===== config.mk =====
export PLATFORM = sky130hd
export DESIGN_NAME = sensor_frame_crc_decoder_unit_flat
export DESIGN_NICKNAME = d
export VERILOG_FILES = /design/src/rtl/sfcd_pkg.sv /design/src/rtl/sfcd_req_if.sv /design/src/rtl/sfcd_rsp_if.sv /design/src/rtl/sensor_frame_crc_decoder_unit.sv /design/src/flat_wrapper.sv
export VERILOG_INCLUDE_DIRS = /design/src /design/src/rtl
export SDC_FILE = /design/constraint.sdc
export NUM_CORES = 1
export LEC_CHECK = 0
export ABC_AREA = 1
export BUFFER_PORTS_ARGS = -buffer_cell sky130_fd_sc_hd__buf_4
export CAP_MARGIN = 40
export CORE_ASPECT_RATIO = 1.1
export CORE_MARGIN = 5
export CORE_UTILIZATION = 59
export DETAILED_ROUTE_END_ITERATION = 8
export PLACE_DENSITY = 0.88
export SLEW_MARGIN = 30
export SYNTH_ARGS = -nofsm -noshare
export SYNTH_HDL_FRONTEND = slang
export SYNTH_SLANG_ARGS = --single-unit

===== constraint.sdc =====
create_clock -name clock -period 4.2 [get_ports clock]
set_clock_uncertainty 0.05 [all_clocks]
set_input_delay 0 -clock clock [delete_from_list [all_inputs] [get_ports clock]]
set_output_delay 0 -clock clock [all_outputs]
set_load 0.01 [all_outputs]

===== src/rtl/sensor_frame_crc_decoder_unit_defines.svh =====
// Assertion helpers shared by the frame decoder RTL.
`ifndef SENSOR_FRAME_CRC_DECODER_UNIT_DEFINES_SVH
`define SENSOR_FRAME_CRC_DECODER_UNIT_DEFINES_SVH

// Same-cycle implication, sampled on the block clock, off during reset.
`define SFCD_ASSERT_NOW(label, ante, cons, msg) \
   label: assert property (@(posedge clock) disable iff (reset) (ante) |-> (cons)) \
      else $error(msg);

// Next-cycle implication, sampled on the block clock, off during reset.
`define SFCD_ASSERT_NEXT(label, ante, cons, msg) \
   label: assert property (@(posedge clock) disable iff (reset) (ante) |=> (cons)) \
      else $error(msg);

`endif


===== src/rtl/sfcd_pkg.sv =====
package sfcd_pkg;

   typedef logic [3:0] pos_type;

   localparam logic [15:0] CRC_INIT      = 16'hFFFF;
   localparam logic [15:0] CRC_POLY_REV  = 16'hA001;
   localparam pos_type     POS_IDLE      = 4'd8;
   localparam pos_type     PAYLOAD_END   = 4'd6;
   localparam pos_type     POS_CRC_HIGH  = 4'd7;
   localparam logic [15:0] TEMP_RESET    = 16'd400;
   localparam logic [15:0] HUMID_RESET   = 16'd300;

   // CRC-16/MODBUS over one byte, LSB first, unrolled eight bit steps
   function automatic logic [15:0] crc_feed(input logic [15:0] crc, input logic [7:0] data);
      logic [15:0] c;
      c = crc ^ {8'h00, data};
      for (int k = 0; k < 8; k++) begin
         c = c[0] ? ((c >> 1) ^ CRC_POLY_REV) : (c >> 1);
      end
      return c;
   endfunction

endpackage


===== src/rtl/sfcd_req_if.sv =====
interface sfcd_req_if;
   logic       valid;
   logic       ready;
   logic [7:0] rx_byte;
   logic       frame_start;

   modport source (output valid, output rx_byte, output frame_start, input ready);
   modport sink   (input valid, input rx_byte, input frame_start, output ready);
endinterface


===== src/rtl/sfcd_rsp_if.sv =====
interface sfcd_rsp_if;
   logic               valid;
   logic               ready;
   logic               crc_match;
   logic signed [15:0] temperature_tenths;
   logic        [15:0] humidity_tenths;

   modport source (output valid, output crc_match, output temperature_tenths,
                   output humidity_tenths, input ready);
   modport sink   (input valid, input crc_match, input temperature_tenths,
                   input humidity_tenths, output ready);
endinterface


===== src/rtl/sensor_frame_crc_decoder_unit.sv =====
// The result transfer for a frame is valid in the cycle after byte 7 is accepted.
// Throughput: 1 byte per cycle; the single result register stalls input only while
//   a finished result waits and the sink holds rsp ready low.
// Reset (synchronous, active high): CRC to 0xFFFF, byte position idle until a start,
//   held temperature 40.0 degrees, held humidity 30.0 percent, no result pending.
`include "sensor_frame_crc_decoder_unit_defines.svh"

module sensor_frame_crc_decoder_unit (
   input  logic     clock,
   input  logic     reset,
   sfcd_req_if.sink   req_chan,
   sfcd_rsp_if.source rsp_chan
);

   // Frame tracking state
   sfcd_pkg::pos_type pos_ff, pos_in;
   logic [15:0]       crc_ff, crc_in;
   logic [31:0]       payload_ff, payload_in;
   logic [7:0]        crc_low_ff, crc_low_in;

   // Last good decoded values
   logic [15:0]       temp_ff, temp_in;
   logic [15:0]       humid_ff, humid_in;

   // Result register
   logic              rsp_valid_ff, rsp_valid_in;
   logic              match_ff, match_in;
   logic [15:0]       rsp_temp_ff, rsp_temp_in;
   logic [15:0]       rsp_humid_ff, rsp_humid_in;

   logic              req_xfer;
   logic              rsp_xfer;
   sfcd_pkg::pos_type pos_eff;
   logic [15:0]       crc_eff;
   logic [15:0]       rx_crc;
   logic [14:0]       magnitude;
   logic              frame_done;

   // Take a new byte whenever the result register is empty or draining this cycle
   assign req_chan.ready = !rsp_valid_ff || rsp_chan.ready;
   assign req_xfer       = req_chan.valid && req_chan.ready;
   assign rsp_xfer       = rsp_valid_ff && rsp_chan.ready;

   // A start flag restarts the frame at byte 0 with a fresh CRC
   assign pos_eff    = req_chan.frame_start ? 4'd0 : pos_ff;
   assign crc_eff    = req_chan.frame_start ? sfcd_pkg::CRC_INIT : crc_ff;
   assign rx_crc     = {req_chan.rx_byte, crc_low_ff};
   assign magnitude  = {payload_ff[14:8], payload_ff[7:0]};
   assign frame_done = req_xfer && (pos_eff == sfcd_pkg::POS_CRC_HIGH);

   always_comb begin
      pos_in     = pos_ff;
      crc_in     = crc_ff;
      payload_in = payload_ff;
      crc_low_in = crc_low_ff;
      temp_in    = temp_ff;
      humid_in   = humid_ff;
      match_in   = match_ff;

      if (req_xfer) begin
         crc_in = crc_eff;
         if (pos_eff < sfcd_pkg::PAYLOAD_END) begin
            // Payload byte: fold into the CRC, shift into the payload window
            crc_in     = sfcd_pkg::crc_feed(crc_eff, req_chan.rx_byte);
            payload_in = {payload_ff[23:0], req_chan.rx_byte};
            pos_in     = pos_eff + 4'd1;
         end else if (pos_eff == sfcd_pkg::PAYLOAD_END) begin
            // Low byte of the received CRC
            crc_low_in = req_chan.rx_byte;
            pos_in     = sfcd_pkg::POS_CRC_HIGH;
         end else if (pos_eff == sfcd_pkg::POS_CRC_HIGH) begin
            // High byte: compare and, on a match, decode the payload window
            match_in = (rx_crc == crc_eff);
            if (rx_crc == crc_eff) begin
               humid_in = payload_ff[31:16];
               // Sign-magnitude to two's complement; negative zero stays zero
               temp_in  = payload_ff[15] ? (16'd0 - {1'b0, magnitude}) : {1'b0, magnitude};
            end
            pos_in = sfcd_pkg::POS_IDLE;
         end
      end
   end

   // Load the result register on byte 7, drop it once the sink takes it
   always_comb begin
      rsp_valid_in = rsp_valid_ff;
      rsp_temp_in  = rsp_temp_ff;
      rsp_humid_in = rsp_humid_ff;
      if (rsp_xfer) begin
         rsp_valid_in = 1'b0;
      end
      if (frame_done) begin
         rsp_valid_in = 1'b1;
         rsp_temp_in  = temp_in;
         rsp_humid_in = humid_in;
      end
   end

   always_ff @(posedge clock) begin
      if (reset) begin
         pos_ff       <= sfcd_pkg::POS_IDLE;
         crc_ff       <= sfcd_pkg::CRC_INIT;
         temp_ff      <= sfcd_pkg::TEMP_RESET;
         humid_ff     <= sfcd_pkg::HUMID_RESET;
         rsp_valid_ff <= 1'b0;
      end else begin
         pos_ff       <= pos_in;
         crc_ff       <= crc_in;
         temp_ff      <= temp_in;
         humid_ff     <= humid_in;
         rsp_valid_ff <= rsp_valid_in;
      end
   end

   // Payload and result data need no reset
   always_ff @(posedge clock) begin
      payload_ff   <= payload_in;
      crc_low_ff   <= crc_low_in;
      match_ff     <= match_in;
      rsp_temp_ff  <= rsp_temp_in;
      rsp_humid_ff <= rsp_humid_in;
   end

   assign rsp_chan.valid              = rsp_valid_ff;
   assign rsp_chan.crc_match          = match_ff;
   assign rsp_chan.temperature_tenths = $signed(rsp_temp_ff);
   assign rsp_chan.humidity_tenths    = rsp_humid_ff;

   // Hold input while a result waits on a stalled sink
   `SFCD_ASSERT_NOW(a_stall_blocks_input, rsp_valid_ff && !rsp_chan.ready, !req_chan.ready,
      "input accepted while result register is stalled")
   // Byte 7 of a running frame always yields a result
   `SFCD_ASSERT_NEXT(a_byte7_gives_result,
      req_xfer && !req_chan.frame_start && pos_ff == sfcd_pkg::POS_CRC_HIGH,
      rsp_valid_ff && pos_ff == sfcd_pkg::POS_IDLE, "byte 7 transfer did not yield a result")
   // Bytes outside a frame change nothing
   `SFCD_ASSERT_NEXT(a_idle_ignores_bytes,
      req_xfer && !req_chan.frame_start && pos_ff == sfcd_pkg::POS_IDLE,
      pos_ff == sfcd_pkg::POS_IDLE && $stable(crc_ff) && $stable(temp_ff),
      "byte outside a frame changed frame state")
   // Position never passes the idle code
   `SFCD_ASSERT_NOW(a_pos_range, 1'b1, pos_ff <= sfcd_pkg::POS_IDLE,
      "byte position out of range")

endmodule

===== src/flat_wrapper.sv =====
// flat-port wrapper written by rule: the top's interface ports become plain ports
module sensor_frame_crc_decoder_unit_flat 
  (clock, reset, req_chan_valid, req_chan_rx_byte, req_chan_frame_start, req_chan_ready, rsp_chan_valid, rsp_chan_crc_match, rsp_chan_temperature_tenths, rsp_chan_humidity_tenths, rsp_chan_ready);
  sfcd_req_if req_chan_i ();
  sfcd_rsp_if rsp_chan_i ();
  input  logic clock;
  input  logic reset;
  input wire logic [$bits(req_chan_i.valid)-1:0] req_chan_valid;
  input wire logic [$bits(req_chan_i.rx_byte)-1:0] req_chan_rx_byte;
  input wire logic [$bits(req_chan_i.frame_start)-1:0] req_chan_frame_start;
  output wire logic [$bits(req_chan_i.ready)-1:0] req_chan_ready;
  output wire logic [$bits(rsp_chan_i.valid)-1:0] rsp_chan_valid;
  output wire logic [$bits(rsp_chan_i.crc_match)-1:0] rsp_chan_crc_match;
  output wire logic [$bits(rsp_chan_i.temperature_tenths)-1:0] rsp_chan_temperature_tenths;
  output wire logic [$bits(rsp_chan_i.humidity_tenths)-1:0] rsp_chan_humidity_tenths;
  input wire logic [$bits(rsp_chan_i.ready)-1:0] rsp_chan_ready;
  assign req_chan_i.valid = req_chan_valid;
  assign req_chan_i.rx_byte = req_chan_rx_byte;
  assign req_chan_i.frame_start = req_chan_frame_start;
  assign req_chan_ready = req_chan_i.ready;
  assign rsp_chan_valid = rsp_chan_i.valid;
  assign rsp_chan_crc_match = rsp_chan_i.crc_match;
  assign rsp_chan_temperature_tenths = rsp_chan_i.temperature_tenths;
  assign rsp_chan_humidity_tenths = rsp_chan_i.humidity_tenths;
  assign rsp_chan_i.ready = rsp_chan_ready;
  sensor_frame_crc_decoder_unit u_core (.clock(clock), .reset(reset), .req_chan(req_chan_i), .rsp_chan(rsp_chan_i));
endmodule

==> metrics.yaml <==
drt:
  drt_first_iter_violations: 314
  wl_per_cell_um: 15.2
  viasPerCell: 5.43
  drt-pass1-iter-count: 5
  wirelength_um: 12400
  drcViolationCount: 0
  vias: 4431
  final_antenna_net_count: 0
floorplan:
  fp.dieW_um: 104
  start_util: 0.608
  dieArea_um2: 11800
  num_rows: 37
  ios: 48
  fp.dieH_um: 113
  core_region_area_um2: 9400
clock_network:
  cts_buffers: 17
  cts_tree: "built"
  cts_root_buf: "clkbuf_8"
  htreeDepth: 4
  postCtsSetupBuffers: 0
  clock_latency_ns: 0.52
  cts_sinks: 126
  cts.clk_slew.worst_paths_ns: 0.06
  cts_resized: 0
  ctsLongestPathBuffers: 2
  cts_hold_buf: 12
synth:
  synth_most_common_cell: "nand2_1"
  synth_flop_cell: "edfxtp_1"
  yosysUniqueCellTypes: 35
  synthTopCellsByArea: "edfxtp_1 (38%), dfxtp_1 (19%), nand2_1 (9.7%)"
  syn_area_um2: 5710
  syn_nets: 637
  async_reset_ff_frac: 0
  yosys.area.top_type: "edfxtp_1"
  avgSynthCellArea_um2: 9.20
  synth-seq-cells: 126
  synth_top_cells_by_count: "nand2_1 (147), inv_1 (99), edfxtp_1 (73)"
  ys.warnings.count: 0
  seq_area_frac_synth: 0.570
  synth-edff-count: 73
  syn-instance-count: 621
  yosysTopAreaCellShare: 0.384
finish:
  drive_gt1_frac: 0.187
  fin_nets: 702
  area_growth_pct: 19.7
  n_antenna_cell: 0
critical_path:
  worst-setup-path-type: "flop to flop"
  crit_chain: "inv_1, nor2_1, nand2_1, nand2_2, nand2_1, nor2_2, nand3_4, buf_12, o21ai_2, inv_1"
  crit_required_ns: 4.41
  critPathLaunchType: "flop"
  slowest_stage: "nand2_2"
  critical_path_arrival_ns: 2.91
  crit_fanout: 43
  reg2reg_depth: 10
  slowest_delay_ns: 0.40
  end_kind: "flop"
sta:
  fmax_mhz: 372
  rsz0062_at_grt: "no"
  final.setup.tns_ns: 0
  whs_ns: 0.100
  period_share: 0.641
  slew_violations: 0
  slew_headroom: 0.564
  finalSetupViolCount: 0
  min_period_ns: 2.69
  worst_pin_slew_ns: 0.650
  finalHoldViolations: 0
power_and_ir_drop:
  p_int_uw: 2290
  power_leakage_uw: 0.00318
  p_sw_frac: 0.223
  power_frac_clock: 0.472
  p_seq_frac: 0.460
  power.density_nw_per_um2: 431
  combPwrFrac: 0.069
  ir_drop_v: 0.000250
  p_sw_uw: 657
global_route:
  overflow: 0
  antenna_found_initial: 0
  grt_pass1_vias: 4467
  grt_max_degree: 64
  grt_pass1_wl_um: 20600
  grt_usage: 0.219
hold_path:
  hp-class: "input pin to flop"
  hold_depth: 4
run:
  max_cap_violations: 0
outcome:
  status: "completed"
placed_design:
  hpwl_um: 7920
  io_buffers: 47
  gp_congestion: 0.937
## worst max-delay path: cells and delay by family (launching register included)
family          cells  cell delay, ns
buf+inv             3            0.41
compound gates      1            0.19
simple gates        6            1.41
flops               1            0.35
## flip-flops by register name, indices dropped and copies added (netlist names)
signal / count
u_core.crc_low_ff: 8
u_core.rsp_chan.valid: 1
u_core.humid_ff: 16
u_core.rsp_chan.crc_match: 1
u_core.crc_ff: 16
u_core.temp_ff: 16
u_core.rsp_chan.temperature_tenths: 16
u_core.payload_ff: 32
u_core.pos_ff: 4
u_core.rsp_chan.humidity_tenths: 16
## final timing paths
path                    startpoint                               endpoint  slack (ns)
max reg2reg       u_core.pos_ff[1]  u_core.rsp_chan.temperature_tenths[5]        1.51
min reg2reg  u_core.payload_ff[21]                  u_core.payload_ff[29]        0.40
max               u_core.pos_ff[1]  u_core.rsp_chan.temperature_tenths[5]        1.51
min           req_chan_frame_start                      u_core.crc_ff[13]        0.10
## per-layer routing
layer,global-route usage,vias up,wire [um]
met5,0,-,0
met1,0.225,2073,4480
met2,0.408,189,6660
met3,0.0650,35,844
met4,0.103,0,384
li1,-,2134,-
## power by group through the flow
stage                     clock [uW]  sequential (uW)  combinational [uW]
final                           1390             1360                 202
after global placement             0             1380                 181
after detailed placement           0             1380                 188
after global routing            1470             1360                 225
after CTS                       1410             1360                 198
after floorplan                    0             1370                 140
## kinds of logic after synthesis
family,Yosys count,synth area share
AOI/OAI and AO/OA,88,0.0957
xor gates and xnor gates,29,0.0445
DFF,126,0.570
and+or+nand+nor,253,0.194
buffers and inverters,122,0.0896
adders and majority gates,3,0.00657
## stage by stage
| step | setup slack, ns | power, uW | area, um^2 | utilization | instances |
|---|---|---|---|---|---|
| floorplan | 0.794 | 1510 | 5710 | - | 621 |
| global placement | 1.40 | 1560 | 6120 | 0.651 | 770 |
| detailed placement | 1.13 | 1570 | 6120 | 0.651 | 770 |
| CTS | 1.05 | 2960 | 6810 | 0.724 | 814 |
| global route | 1.28 | 3060 | 6840 | 0.728 | 816 |
| finish | 1.51 | 2950 | 6840 | 0.728 | 816 |
## final cells by class
type | count | area (um^2)
sequential | 126 | 3250
fill | 649 | 2560
multi-input combinational | 373 | 1950
timing repair buffer | 65 | 534
clock buffer | 18 | 418
inverter | 103 | 387
clock inverter | 14 | 149
tap | 117 | 146
## layout by cell type (no fill, tap or decap), types with 2 or more instances in the layout
cell / instances
nand2_1: 147
inv_1: 99
edfxtp_1: 73
dfxtp_1: 53
buf_4: 51
nor2_1: 47
o21ai_0: 26
a21oi_1: 24
xor2_1: 22
o21ai_2: 20
nand3_1: 17
clkbuf_16: 16
nor2_2: 14
dlygate4sd3_1: 12
nand2_2: 10
xnor2_1: 7
o21ai_1: 6
clkinv_1: 6
nand4_1: 5
o211ai_1: 5
nor3_1: 4
clkinv_2: 4
o221ai_1: 3
ha_1: 3
bufinv_16: 3
inv_2: 2
nor4_1: 2
nand3b_1: 2
clkinvlp_4: 2
(Power assumes the default switching activity.)
